**src/hw/rtl/kbps_pkg.sv**
```systemverilog
package kbps_pkg;

  localparam int unsigned CordicIters = 16;
  localparam logic signed [33:0] CordicGain = 34'sd652032874;
  localparam logic signed [14:0] SteerLimit = 15'sd10923;
  localparam logic [15:0] WbMin = 16'd256;
  localparam logic [26:0] AngPerRadTenth = 27'd68356528;
  localparam logic [25:0] PosDiv = 26'd41943040;
  localparam logic [15:0] WheelBaseReset = 16'd1536;

  typedef enum logic [1:0] {
    CfgWheelBase    = 2'd0,
    CfgStartX       = 2'd1,
    CfgStartY       = 2'd2,
    CfgStartHeading = 2'd3
  } cfg_idx_e;

  typedef enum logic [3:0] {
    StIdle,
    StRotH,
    StRotS,
    StDivX,
    StDivY,
    StTanPrep,
    StDivT,
    StMulA,
    StMulB,
    StDivH,
    StDone
  } state_e;

  function automatic logic signed [33:0] atan_entry(input logic [3:0] i);
    logic signed [33:0] r;
    unique case (i)
      4'd0:  r = 34'sd536870912;
      4'd1:  r = 34'sd316933406;
      4'd2:  r = 34'sd167458907;
      4'd3:  r = 34'sd85004756;
      4'd4:  r = 34'sd42667331;
      4'd5:  r = 34'sd21354465;
      4'd6:  r = 34'sd10679838;
      4'd7:  r = 34'sd5340245;
      4'd8:  r = 34'sd2670163;
      4'd9:  r = 34'sd1335087;
      4'd10: r = 34'sd667544;
      4'd11: r = 34'sd333772;
      4'd12: r = 34'sd166886;
      4'd13: r = 34'sd83443;
      4'd14: r = 34'sd41722;
      default: r = 34'sd20861;
    endcase
    return r;
  endfunction

endpackage

```
**src/hw/rtl/kbps_divider.sv**
```systemverilog
// Restoring divider on magnitudes, one quotient bit per cycle, round half away.
module kbps_divider #(
  parameter int unsigned NumW = 64,
  parameter int unsigned DenW = 48
) (
  input  logic            clk_i,
  input  logic            rst_ni,
  input  logic            start_i,
  input  logic [NumW-1:0] num_i,
  input  logic [DenW-1:0] den_i,
  output logic            busy_o,
  output logic [NumW-1:0] quot_o
);
  localparam int unsigned CntW = $clog2(NumW + 1);

  logic [NumW-1:0] quot_q, quot_d;
  logic [DenW:0]   rem_q, rem_d;
  logic [DenW-1:0] den_q, den_d;
  logic [CntW-1:0] cnt_q, cnt_d;
  logic            busy_q, busy_d;
  logic [DenW:0]   trial;

  always_comb begin
    quot_d = quot_q;
    rem_d  = rem_q;
    den_d  = den_q;
    cnt_d  = cnt_q;
    busy_d = busy_q;
    trial  = '0;
    if (start_i) begin
      // preload numerator plus half the divisor for rounding
      quot_d = num_i + NumW'(den_i >> 1);
      rem_d  = '0;
      den_d  = den_i;
      cnt_d  = CntW'(NumW);
      busy_d = 1'b1;
    end else if (busy_q) begin
      trial = {rem_q[DenW-1:0], quot_q[NumW-1]};
      if (trial >= {1'b0, den_q}) begin
        rem_d = trial - {1'b0, den_q};
        quot_d = {quot_q[NumW-2:0], 1'b1};
      end else begin
        rem_d = trial;
        quot_d = {quot_q[NumW-2:0], 1'b0};
      end
      cnt_d = cnt_q - 1'b1;
      if (cnt_q == CntW'(1)) busy_d = 1'b0;
    end
  end

  always_ff @(posedge clk_i or negedge rst_ni) begin
    if (!rst_ni) begin
      busy_q <= 1'b0;
      cnt_q  <= '0;
    end else begin
      busy_q <= busy_d;
      cnt_q  <= cnt_d;
    end
  end

  always_ff @(posedge clk_i) begin
    quot_q <= quot_d;
    rem_q  <= rem_d;
    den_q  <= den_d;
  end

  assign busy_o = busy_q;
  assign quot_o = quot_q;
endmodule

```
**src/hw/rtl/kinematic_bicycle_pose_step_core.sv**
```systemverilog
// Reload: the start pose is in the output register in the cycle after the command is taken.
// Advance: two 16-step CORDIC rotations (heading, then steer), then four bit-serial 64-bit
// divisions (x step, y step, tangent, heading change), with a setup state before the tangent
// division and two shift-add multiplies before the last one.
// Flow: one transaction at a time; the next is taken the cycle after the result is accepted.
// Reset (rst_ni low, asynchronous): pose and start registers clear, wheel base 6.0 m.
module kinematic_bicycle_pose_step_core (
  input  logic        clk_i,
  input  logic        rst_ni,
  input  logic        s_axis_tvalid,
  output logic        s_axis_tready,
  input  logic [31:0] s_axis_tdata,   // speed[15:0], steer_angle[30:16], zero pad
  input  logic        s_axis_tuser,   // cmd
  output logic        m_axis_tvalid,
  input  logic        m_axis_tready,
  output logic [95:0] m_axis_tdata,   // pos_x_out, pos_y_out, heading_out
  output logic        m_axis_tuser,   // saturated
  input  logic        cfg_we_i,
  input  logic [1:0]  cfg_idx_i,
  input  logic [31:0] cfg_wdata_i
);

  // config registers
  logic [15:0]        wb_q;
  logic signed [31:0] start_x_q, start_y_q;
  logic [31:0]        start_h_q;

  always_ff @(posedge clk_i or negedge rst_ni) begin
    if (!rst_ni) begin
      wb_q      <= kbps_pkg::WheelBaseReset;
      start_x_q <= '0;
      start_y_q <= '0;
      start_h_q <= '0;
    end else if (cfg_we_i) begin
      unique case (kbps_pkg::cfg_idx_e'(cfg_idx_i))
        kbps_pkg::CfgWheelBase:    wb_q <= cfg_wdata_i[15:0];
        kbps_pkg::CfgStartX:       start_x_q <= cfg_wdata_i;
        kbps_pkg::CfgStartY:       start_y_q <= cfg_wdata_i;
        kbps_pkg::CfgStartHeading: start_h_q <= cfg_wdata_i;
        default: ;
      endcase
    end
  end

  kbps_pkg::state_e state_q, state_d;

  logic signed [31:0] pos_x_q, pos_y_q;
  logic [31:0]        head_q;
  logic               sat_q;
  logic signed [15:0] speed_q;
  logic signed [14:0] steer_q;

  // CORDIC datapath, one iteration per cycle
  logic signed [33:0] cx_q, cy_q, cz_q;
  logic [3:0]         it_q;
  logic signed [33:0] hc_q, hs_q;

  // shift-add multiplier (serial over the multiplier bits)
  logic [63:0] macc_q;
  logic [63:0] mcand_q;
  logic [31:0] mplier_q;
  logic [5:0]  mcnt_q;
  logic        neg_q;

  // divider
  logic        dv_start;
  logic [63:0] dv_num;
  logic [47:0] dv_den;
  logic        dv_busy;
  logic [63:0] dv_quot;
  logic        dv_wait_q;

  kbps_divider #(.NumW(64), .DenW(48)) u_div (
    .clk_i, .rst_ni,
    .start_i(dv_start), .num_i(dv_num), .den_i(dv_den),
    .busy_o(dv_busy), .quot_o(dv_quot)
  );

  logic signed [15:0] speed_in;
  logic signed [14:0] steer_in;
  assign speed_in = s_axis_tdata[15:0];
  assign steer_in = s_axis_tdata[30:16];

  logic in_fire, out_fire;
  assign in_fire  = s_axis_tvalid && s_axis_tready;
  assign out_fire = m_axis_tvalid && m_axis_tready;

  logic phase_done;
  logic signed [63:0] quot_s;
  assign quot_s = neg_q ? -$signed(dv_quot) : $signed(dv_quot);
  assign phase_done = dv_wait_q && !dv_busy && !dv_start;

  // next state
  always_comb begin
    state_d = state_q;
    unique case (state_q)
      kbps_pkg::StIdle:
        if (in_fire) state_d = s_axis_tuser ? kbps_pkg::StDone : kbps_pkg::StRotH;
      kbps_pkg::StRotH: if (it_q == 4'd15) state_d = kbps_pkg::StRotS;
      kbps_pkg::StRotS: if (it_q == 4'd15) state_d = kbps_pkg::StDivX;
      kbps_pkg::StDivX: if (phase_done) state_d = kbps_pkg::StDivY;
      kbps_pkg::StDivY: if (phase_done) state_d = kbps_pkg::StTanPrep;
      kbps_pkg::StTanPrep: state_d = kbps_pkg::StDivT;
      kbps_pkg::StDivT: if (phase_done) state_d = kbps_pkg::StMulA;
      kbps_pkg::StMulA: if (mcnt_q == 6'd0) state_d = kbps_pkg::StMulB;
      kbps_pkg::StMulB: if (mcnt_q == 6'd0) state_d = kbps_pkg::StDivH;
      kbps_pkg::StDivH: if (phase_done) state_d = kbps_pkg::StDone;
      kbps_pkg::StDone: if (out_fire) state_d = kbps_pkg::StIdle;
      default: state_d = kbps_pkg::StIdle;
    endcase
  end

  // outputs
  always_comb begin
    s_axis_tready = (state_q == kbps_pkg::StIdle);
    m_axis_tvalid = (state_q == kbps_pkg::StDone);
  end

  assign m_axis_tdata = {head_q, pos_y_q, pos_x_q};
  assign m_axis_tuser = sat_q;

  // Divider launch: magnitude of numerator, sign kept aside.
  logic signed [63:0] num_s;
  logic [63:0]        num_mag;
  logic               num_neg;
  logic [15:0]        wb_eff;
  always_comb begin
    dv_start = 1'b0;
    num_s    = '0;
    dv_den   = 48'(kbps_pkg::PosDiv);
    wb_eff   = (wb_q < kbps_pkg::WbMin) ? kbps_pkg::WbMin : wb_q;
    unique case (state_q)
      kbps_pkg::StDivX: num_s = $signed(macc_q);
      kbps_pkg::StDivY: num_s = $signed(macc_q);
      kbps_pkg::StDivT: begin
        num_s  = 64'(cy_q) <<< 16;
        dv_den = 48'($unsigned(cx_q));
      end
      kbps_pkg::StDivH: begin
        num_s  = $signed(macc_q);
        dv_den = {16'd0, wb_eff, 16'd0};
      end
      default: ;
    endcase
    num_neg = num_s[63];
    num_mag = num_neg ? 64'(-num_s) : num_s;
    dv_num  = num_mag;
    if (!dv_wait_q && (state_q == kbps_pkg::StDivX || state_q == kbps_pkg::StDivY ||
                       state_q == kbps_pkg::StDivT || state_q == kbps_pkg::StDivH))
      dv_start = 1'b1;
  end

  // saturating add of a step to a position
  function automatic logic [32:0] sat_add(input logic signed [31:0] p,
                                          input logic signed [63:0] d);
    logic signed [64:0] s;
    logic [32:0] r;
    s = 65'(p) + 65'(d);
    if (s > 65'sd2147483647) r = {1'b1, 32'h7FFF_FFFF};
    else if (s < -65'sd2147483648) r = {1'b1, 32'h8000_0000};
    else r = {1'b0, s[31:0]};
    return r;
  endfunction

  logic [32:0] sx_res, sy_res;
  assign sx_res = sat_add(pos_x_q, quot_s);
  assign sy_res = sat_add(pos_y_q, quot_s);

  // speed times sin (for x) or cos (for y), full 50-bit product
  logic signed [49:0] sp_prod;
  assign sp_prod = speed_q * ((state_q == kbps_pkg::StDivX) ? hc_q : hs_q);

  logic signed [14:0] steer_cl;
  assign steer_cl = (steer_q > kbps_pkg::SteerLimit) ? kbps_pkg::SteerLimit :
                    (steer_q < -kbps_pkg::SteerLimit) ? -kbps_pkg::SteerLimit : steer_q;

  // angle still to rotate: heading or steer at the first step, else the residue
  logic signed [33:0] rot_z;
  assign rot_z = (it_q == 4'd0 && state_q == kbps_pkg::StRotH) ?
                 $signed({4'd0, head_q[29:0]}) :
                 (it_q == 4'd0) ? $signed(34'(steer_cl) <<< 16) : cz_q;

  logic signed [33:0] cdx, cdy;
  assign cdx = cy_q >>> it_q;
  assign cdy = cx_q >>> it_q;

  logic signed [33:0] rot_c, rot_s;
  always_comb begin
    unique case (head_q[31:30])
      2'd0: begin rot_s = cy_q;  rot_c = cx_q;  end
      2'd1: begin rot_s = cx_q;  rot_c = -cy_q; end
      2'd2: begin rot_s = -cy_q; rot_c = -cx_q; end
      default: begin rot_s = -cx_q; rot_c = cy_q; end
    endcase
  end

  always_ff @(posedge clk_i or negedge rst_ni) begin
    if (!rst_ni) begin
      state_q   <= kbps_pkg::StIdle;
      dv_wait_q <= 1'b0;
      pos_x_q   <= '0;
      pos_y_q   <= '0;
      head_q    <= '0;
      sat_q     <= 1'b0;
      it_q      <= '0;
      mcnt_q    <= '0;
    end else begin
      state_q <= state_d;
      if (dv_start) dv_wait_q <= 1'b1;
      else if (phase_done) dv_wait_q <= 1'b0;
      if (dv_start) neg_q <= num_neg;
      if (state_q != state_d) it_q <= '0;
      else it_q <= it_q + 1'b1;
      unique case (state_q)
        kbps_pkg::StIdle: if (in_fire) begin
          speed_q <= speed_in;
          steer_q <= steer_in;
          sat_q   <= 1'b0;
          if (s_axis_tuser) begin
            pos_x_q <= start_x_q;
            pos_y_q <= start_y_q;
            head_q  <= start_h_q;
          end
          cx_q <= kbps_pkg::CordicGain;
          cy_q <= '0;
          cz_q <= '0;
        end
        kbps_pkg::StRotH, kbps_pkg::StRotS: begin
          if (!rot_z[33]) begin
            cx_q <= ((it_q == 4'd0) ? kbps_pkg::CordicGain : cx_q) -
                    ((it_q == 4'd0) ? 34'sd0 : cdx);
            cy_q <= ((it_q == 4'd0) ? 34'sd0 : cy_q) +
                    ((it_q == 4'd0) ? kbps_pkg::CordicGain : cdy);
            cz_q <= rot_z - kbps_pkg::atan_entry(it_q);
          end else begin
            cx_q <= ((it_q == 4'd0) ? kbps_pkg::CordicGain : cx_q) +
                    ((it_q == 4'd0) ? 34'sd0 : cdx);
            cy_q <= ((it_q == 4'd0) ? 34'sd0 : cy_q) -
                    ((it_q == 4'd0) ? kbps_pkg::CordicGain : cdy);
            cz_q <= rot_z + kbps_pkg::atan_entry(it_q);
          end
          if (state_q == kbps_pkg::StRotS && it_q == 4'd15) begin
            // speed*sin(heading) for x
            macc_q <= 64'(sp_prod);
          end
          if (state_q == kbps_pkg::StRotS && it_q == 4'd0) begin
            hc_q <= rot_c;
            hs_q <= rot_s;
          end
        end
        kbps_pkg::StDivX: if (phase_done) begin
          pos_x_q <= sx_res[31:0];
          sat_q   <= sat_q | sx_res[32];
          macc_q  <= 64'(sp_prod);
        end
        kbps_pkg::StDivY: if (phase_done) begin
          pos_y_q <= sy_res[31:0];
          sat_q   <= sat_q | sy_res[32];
        end
        kbps_pkg::StDivT: if (phase_done) begin
          // speed * tan, serial over speed bits
          macc_q  <= '0;
          mcand_q <= quot_s;
          mplier_q <= 32'($signed(speed_q));
          mcnt_q  <= 6'd32;
        end
        kbps_pkg::StMulA: begin
          if (mcnt_q != 6'd0) begin
            if (mplier_q[0]) macc_q <= (mcnt_q == 6'd1) ? macc_q - mcand_q : macc_q + mcand_q;
            mcand_q  <= mcand_q << 1;
            mplier_q <= mplier_q >> 1;
            mcnt_q   <= mcnt_q - 1'b1;
          end else begin
            mcand_q  <= macc_q;
            mplier_q <= 32'(kbps_pkg::AngPerRadTenth);
            macc_q   <= '0;
            mcnt_q   <= 6'd32;
          end
        end
        kbps_pkg::StMulB: if (mcnt_q != 6'd0) begin
          if (mplier_q[0]) macc_q <= macc_q + mcand_q;
          mcand_q  <= mcand_q << 1;
          mplier_q <= mplier_q >> 1;
          mcnt_q   <= mcnt_q - 1'b1;
        end
        kbps_pkg::StDivH: if (phase_done) head_q <= head_q - quot_s[31:0];
        default: ;
      endcase
    end
  end

  // The steer rotation reuses the CORDIC registers; heading results are
  // taken while they are still in cx/cy at the first cycle of StRotS.
  // Tangent numerator is ss*2^16, denominator sc (always positive for |steer|<=60 deg).

  property p_ready_only_idle;
    @(posedge clk_i) disable iff (!rst_ni) m_axis_tvalid |-> !s_axis_tready;
  endproperty
  assert property (p_ready_only_idle) else $error("input taken while result pending");

  property p_div_idle_out;
    @(posedge clk_i) disable iff (!rst_ni) m_axis_tvalid |-> !dv_busy;
  endproperty
  assert property (p_div_idle_out) else $error("divider busy at result");

  property p_result_holds;
    @(posedge clk_i) disable iff (!rst_ni)
      (m_axis_tvalid && !m_axis_tready) |=> $stable(m_axis_tdata);
  endproperty
  assert property (p_result_holds) else $error("result changed while stalled");

endmodule

```
**config.mk**
```make
export PLATFORM = sky130hd
export DESIGN_NAME = kinematic_bicycle_pose_step_core
export DESIGN_NICKNAME = d
export VERILOG_FILES = /design/src/hw/rtl/kbps_pkg.sv /design/src/hw/rtl/kbps_divider.sv /design/src/hw/rtl/kinematic_bicycle_pose_step_core.sv
export SDC_FILE = /design/constraint.sdc
export NUM_CORES = 2
export LEC_CHECK = 0
export BUFFER_PORTS_ARGS = -buffer_cell sky130_fd_sc_hd__buf_2
export CAP_MARGIN = 40
export CORE_ASPECT_RATIO = 0.6
export CORE_MARGIN = 2
export CORE_UTILIZATION = 50
export DETAILED_ROUTE_END_ITERATION = 10
export PLACE_DENSITY = 0.63
export SETUP_SLACK_MARGIN = 0.2
export SLEW_MARGIN = 20
export SYNTH_ARGS = -nofsm -noshare
export SYNTH_HDL_FRONTEND = slang
export SYNTH_SLANG_ARGS = --single-unit
```
**constraint.sdc**
```tcl
create_clock -name clk_i -period 10.6 [get_ports clk_i]
set_clock_uncertainty 0.1 [all_clocks]
set_input_delay 0 -clock clk_i [delete_from_list [all_inputs] [get_ports clk_i]]
set_output_delay 0 -clock clk_i [all_outputs]
set_load 0.1 [all_outputs]
```
After elaboration in Yosys (flattened, before gate mapping)

Memory sizes are Yosys's and may differ from the RTL's.
Cells that the tools add are included.

Input port bits: 72
Bits in writable memories: 0
Output and inout port bits: 99
Memory bits (read-only): 960
Bits in latches: 0
Logic and storage cells: 232
Memories: 2
Bits in registers: 754

$add $sub $neg: 20
Order comparisons: 8
Bitwise logic cells: 2
Shift operators: 2
$mul: 1
Div/mod/pow operators: 0
Eq/ne operators: 29
Reduce and logical (&&, ||, !) cells: 46
Mux-type cells: 94

Memories:

| memory           | words | bits a word | rd ports | clocked after memory_dff | write ports | line           | RTL |
|---|---|---|---|---|---|---|---|
| (name not given) | 16    | 30          | 1        | 0                        | 0           | kbps_pkg.sv:34 | `unique case (i)` |
| (name not given) | 16    | 30          | 1        | 0                        | 0           | kbps_pkg.sv:34 |  |

Operators with widths:

| operator               | number |
|---|---|
| $mux W64               | 15 |
| $mux W34               | 15 |
| $mux W32               | 11 |
| $pmux W64 S5           | 1 |
| $pmux W34 S2           | 4 |
| $pmux W34 S3           | 2 |
| $pmux W32 S2           | 3 |
| $pmux W64 S3           | 1 |
| $mux W33               | 4 |
| $add A32 B64 Y65       | 2 |
| $gt A65 B32 Y1 const B | 2 |
| $lt A65 B32 Y1 const B | 2 |
| $neg A64 Y64           | 2 |
| $pmux W64 S2           | 1 |
| $add A34 B34 Y34       | 3 |
| $sub A34 B34 Y34       | 3 |
| $pmux W32 S3           | 1 |
| $neg A34 Y34           | 2 |
| $sshr A34 B4 Y34       | 2 |
| $add A64 B33 Y64       | 1 |
| $add A64 B64 Y64       | 1 |
| $sub A64 B64 Y64       | 1 |
| $mul A16 B50 Y50       | 1 |
| $mux W50               | 1 |
| other kinds (49)       | 121 |

Depth between registers and ports, before layout

Depth in word-level cells: 12
Mapped depth: 38
Mapped depth without buffers: 31

Hierarchy

Synthesis repeated with hierarchy kept, for this count alone.

Cell total of the unflattened synthesis: 10652
Area total of the unflattened synthesis: 89353.2 um^2

Modules (own cells, without submodules):

| module                           | cells each | instances | area each (um^2) | seq. area each (um^2) |
|---|---|---|---|---|
| kinematic_bicycle_pose_step_core | 9212       | 1         | 76399.5          | 16478.3 |
| kbps_divider                     | 1440       | 1         | 12953.7          | 4524.3 |

Least setup slack after synthesis

OpenSTA, ideal clock, no wires.

Path kind: flip-flop to flip-flop
Start: reg state_q[1]
End: reg macc_q[51] (data pin)
Path slack: 0.892 ns
Data required time: 10.229 ns
Setup time: 0.271 ns
Stages on the path, launching flop included: 39
Data arrival time: 9.337 ns
Clock period less this slack: 9.708 ns
Buffers on the path: 9
Cells stage by stage: dfrtp_1 buf_6 buf_6 buf_6 buf_4 clkbuf_1 nand2_1 nor3_1 clkbuf_1 buf_1 mux2_2 clkbuf_1 nand2_1 fa_1 inv_1 fa_1 inv_1 fa_1 [... 3 more ...] inv_1 fa_1 inv_1 ha_1 or3_1 a2111oi_0 a21o_1 a21boi_0 o21bai_1 a21oi_1 o311ai_0 a21oi_1 o31a_1 a21oi_1 xnor2_1 nand2_1 clkbuf_1 o21ai_0

Word-level cells in the longest chain between the ends: 5
Elaborated cells on any way between the ends: 12
Classes of those cells: mul (1); eq/ne (6); mux (4); reduce/logical (1)

Ends and longest elaborated chain:

| element                     | line                                                                             | RTL |
|---|---|---|
| start: declaration          | kinematic_bicycle_pose_step_core.sv:45                                           | `kbps_pkg::state_e state_q, state_d;` |
| start signal: assignment    | kinematic_bicycle_pose_step_core.sv:199                                          | `state_q <= kbps_pkg::StIdle;` |
| start signal: assignment    | kinematic_bicycle_pose_step_core.sv:208                                          | `state_q <= state_d;` |
| $eq A4 B2 Y1                | kinematic_bicycle_pose_step_core.sv:171, kinematic_bicycle_pose_step_core.sv:214 |  |
| $mux W50                    | kinematic_bicycle_pose_step_core.sv:171                                          | `assign sp_prod = speed_q * ((state_q == kbps_pkg::StDivX) ? hc_q : hs_q);` |
| $mul A16 B50 Y50            | kinematic_bicycle_pose_step_core.sv:171                                          |  |
| $mux W64 (on tied branches) | kinematic_bicycle_pose_step_core.sv:251, kinematic_bicycle_pose_step_core.sv:242 |  |
| $pmux W64 S5 (*)            | kinematic_bicycle_pose_step_core.sv:214                                          | `unique case (state_q)` |
| end signal: assignment      | kinematic_bicycle_pose_step_core.sv:244                                          | `macc_q <= 64'(sp_prod);` |
| end signal: assignment      | kinematic_bicycle_pose_step_core.sv:254                                          | `macc_q <= 64'(sp_prod);` |
| end signal: assignment      | kinematic_bicycle_pose_step_core.sv:269                                          | `if (mplier_q[0]) macc_q <= (mcnt_q == 6'd1) ? macc_q - mcand_q : macc_q + mcand_q;` |
| end: declaration            | kinematic_bicycle_pose_step_core.sv:59                                           | `logic [63:0] macc_q;` |

Every way passes the cells marked *; elsewhere a longest branch is shown, timed or not. The select of a mux whose other input is x is not followed.
A chain may end at the register's enable or synchronous reset.

Worst setup path after layout

Start: reg state_q[1]
End: reg macc_q[60] (data pin)

The elaborated chain is that of the path after synthesis.

==> results.yml <==
worst_setup_path:
  ff2ff_path_depth: 36
  max_stage_delay_ns: 0.55
  crit_path_frequent_cell: "fa_1"
  crit_required_ns: 10.96
  critPathLaunchType: "register"
  setup.worst_path.end_class: "register"
  r2r-start: "state_q[1]"
  cp_max_fo: 19
  r2r_end: "macc_q[60]"
  critPathArrivalTime_ns: 10.05
  cp_slowest_cell: "fa_1"
  rrSetupSlack_ns: 0.92
  path_class: "reg2reg"
clocking:
  cts_root_buffer: "clkbuf_16"
  cts_max_level: 3
  tritoncts: "done"
  clkLatencyLatePin_ns: 0.74
  clkTransAtPathRegs_ns: 0.08
  cts_buffers: 84
  clockBufferDepth: 3
  clock-sinks: 740
yosys:
  syn_nets: 11551
  yosys_warnings: 0
  syn_area_per_cell_um2: 8.45
  ys_seq_elements: 740
  syn_area_um2: 87600
  syn_inst: 10369
  ys_types: 112
  ys_seq_area_frac: 0.235
  synth_edf_count: 460
  ys.flop_type: "edfxtp_1"
  synth-async-reset-ratio: 0.314
hold_path:
  holdPathEnd: "wb_q[0]"
  hold_depth: 3
  min_from: "cfg_wdata_i[0]"
  worstHoldPathType: "in2reg"
layout:
  area_growth_syn_to_layout_pct: 9.16
  drive_gt1_frac: 0.0931
  seqCellArea_um2: 20600
  n_fill_cell: 15957
  multiInputGateArea_um2: 61300
  final_area_um2: 95600
  nets: 11541
placement:
  port_buffers: 169
  place_hpwl_um: 264000
  place_area_um2: 91400
  globalplace.congestion: 1.02
floorplan:
  die_height_um: 328
  core_region_area_um2: 173000
  die_area_um2: 179000
  io_pins: 171
  dieWidth_um: 544
  start_util: 0.506
  num_rows: 118
route:
  wl_per_cell_um: 26.2
  dr_total_vias: 82317
  dr.first_iter.drc_count: 11476
  final_antenna_net_count: 0
  drt-pass1-iter-count: 7
  routed_wirelength_um: 335000
  drc_errors: 0
  vias_per_cell: 6.44
flow_run:
  drv_cap: 0
sta:
  finalSetupViolCount: 0
  rsz0062_at_grt: "no"
  finalCriticalPeriod_ns: 9.68
  final-max-slew-violation-count: 0
  fin_setup_tns_ns: 0
  slew_headroom: 0.319
  fmax_mhz: 103
  fin_crit_sh: 0.914
  hold_violations: 0
  worst_pin_slew_ns: 1.01
global_routing:
  gr-total-overflow: 0
  grt_pass1_vias: 75773
  grt_max_degree: 86
  grt_use_total: 0.368
  grt_pass1_wl_um: 496000
  antenna_found_initial: 39
status:
  outcome: "finished, final reports clean"
registers in the layout, indices dropped and copies added (netlist names), 6 cells and up:
register	flops
macc_q	64
mplier_q	32
cz_q	34
steer_q	15
mcand_q	64
u_div.cnt_q	7
pos_y_q	32
start_x_q	32
u_div.quot_o	64
hs_q	34
hc_q	34
start_y_q	32
u_div.rem_q	48
mcnt_q	6
start_h_q	32
speed_q	16
cy_q	34
head_q	32
u_div.den_q	34
pos_x_q	32
cx_q	34
wb_q	16
through the flow:
step | std cells | util | setup slack (ns) | hold slack (ns)
3_5_place_dp | 12487 | 0.528 | 0.843 | -0.243
6_report | 12785 | 0.552 | 0.915 | 0.0955
4_1_cts | 12749 | 0.550 | 0.783 | 0.0340
5_1_grt | 12770 | 0.552 | 0.415 | 0.0692
2_1_floorplan | 10369 | - | 0.892 | -0.396
3_3_place_gp | 12442 | 0.523 | 0.958 | -0.246
how the worst max path moves through the flow:
stage | start | to | slack [ns] | cells past startpoint
2_1_floorplan | state_q[1] | macc_q[51] | 0.89 | 38
3_3_place_gp | state_q[1] | macc_q[47] | 0.96 | 33
3_5_place_dp | state_q[1] | macc_q[47] | 0.84 | 33
4_1_cts | state_q[1] | macc_q[47] | 0.78 | 33
5_1_grt | state_q[0] | macc_q[60] | 0.41 | 36
6_report | state_q[1] | macc_q[60] | 0.92 | 36
synth_stat cells (25+ instances only):
master     instances  area [µm²]
or3_1            101         632
ha_1             586        7330
nor3_1           168         841
or4_1             36         270
xnor2_1          345        3020
mux2_2           184        2070
nand2_1         1157        4340
o21bai_1         101         758
edfxtp_1         460       13800
xor2_1           265        2320
o22ai_1           94         588
o211ai_1          43         323
o31a_1            25         219
nand4_1           98         613
mux4_2            84        1890
mux2i_1           69         691
nor4_1            54         338
a22o_1            56         490
a221o_1           44         440
a31oi_1          101         632
a221oi_1          57         499
nand2b_1         116         726
nand3_1          172         861
o2bb2ai_1         32         280
o21a_1            57         428
nor2_1           773        2900
a21boi_0          33         248
a22oi_1          134        1010
buf_2             27         135
and2_1           267        1670
or2_2             43         269
buf_1             59         221
a211oi_1          64         480
and3_1            70         438
dfxtp_1           48         961
nor2b_1           80         500
fa_1             524       10500
inv_1            983        3690
clkbuf_1         509        1910
o31ai_1           87         653
dfrtp_1          230        5760
o21ai_0          641        3210
a21o_1           212        1590
a21oi_1          694        3470
final cells by class:
| class | count | share of cell area |
|---|---|---|
| multi-input combinational | 8034 | 0.641 |
| sequential | 740 | 0.215 |
| timing repair buffer | 511 | 0.0440 |
| inverter | 988 | 0.0388 |
| tap | 2340 | 0.0306 |
| clock buffer | 105 | 0.0248 |
| clock inverter | 50 | 0.00518 |
| antenna | 17 | 0.000445 |
routing by layer:
metal / track usage / share of wire / wire, µm
met4: 0.0764 / 0.021 / 7110
met2: 0.458 / 0.36 / 122000
met3: 0.160 / 0.16 / 52900
met1: 0.569 / 0.46 / 153000
met5: 0 / 0.0012 / 391
logic make-up (layout without fill, tap and decap cells):
| logic type | Yosys count | after routing | share of synthesized area |
|---|---|---|---|
| flops | 740 | 740 | 0.235 |
| compound gates | 2716 | 2716 | 0.200 |
| mux | 338 | 338 | 0.0533 |
| fa+ha+maj | 1110 | 1110 | 0.203 |
| other cells | 0 | 17 | 0 |
| simple gates | 3259 | 3259 | 0.178 |
| buf+inv | 1595 | 1654 | 0.0696 |
| xor+xnor | 611 | 611 | 0.0612 |
cells in the final DEF (no fill, tap or decap), drive strengths merged, types with 64 or more instances in the layout:
master / synthesis / routed
dlygate4sd3: 0 / 107
nor3: 172 / 172
mux4: 84 / 84
nand2: 1157 / 1157
o31ai: 88 / 88
nor4: 64 / 64
a211oi: 64 / 64
xnor2: 346 / 346
a31oi: 102 / 102
nand4: 98 / 98
o22ai: 94 / 94
and2: 267 / 267
a22oi: 134 / 134
a21o: 212 / 212
clkbuf: 509 / 108
mux2: 185 / 185
dfrtp: 230 / 230
edfxtp: 460 / 460
nand3: 173 / 173
inv: 987 / 995
nor2: 776 / 776
o21bai: 101 / 101
nand2b: 116 / 116
xor2: 265 / 265
buf: 98 / 399
or3: 102 / 102
fa: 524 / 524
a21oi: 694 / 694
and3: 70 / 70
nor2b: 80 / 80
ha: 586 / 586
mux2i: 69 / 69
o21ai: 654 / 654
critical path, delay by kind of cell (launching register included):
family	cells	cell delay, ns
AO/OA/AOI/OAI	11	2.17
XOR/XNOR	1	0.16
adder cells (fa/ha/maj)	7	3.26
buffers and inverters	11	1.88
flip-flops	1	0.36
multiplexers	1	0.45
AND/OR/NAND/NOR	5	0.95
what timing repair did:
action,CTS,global route
buffers inserted,0,0
hold endpoints to repair,262,0
hold buffers,107,0
gates resized for setup,0,0
Power is left out: the tool's default activity adds up to more than one toggle a clock period on the data nets, which glitch-free logic cannot reach.
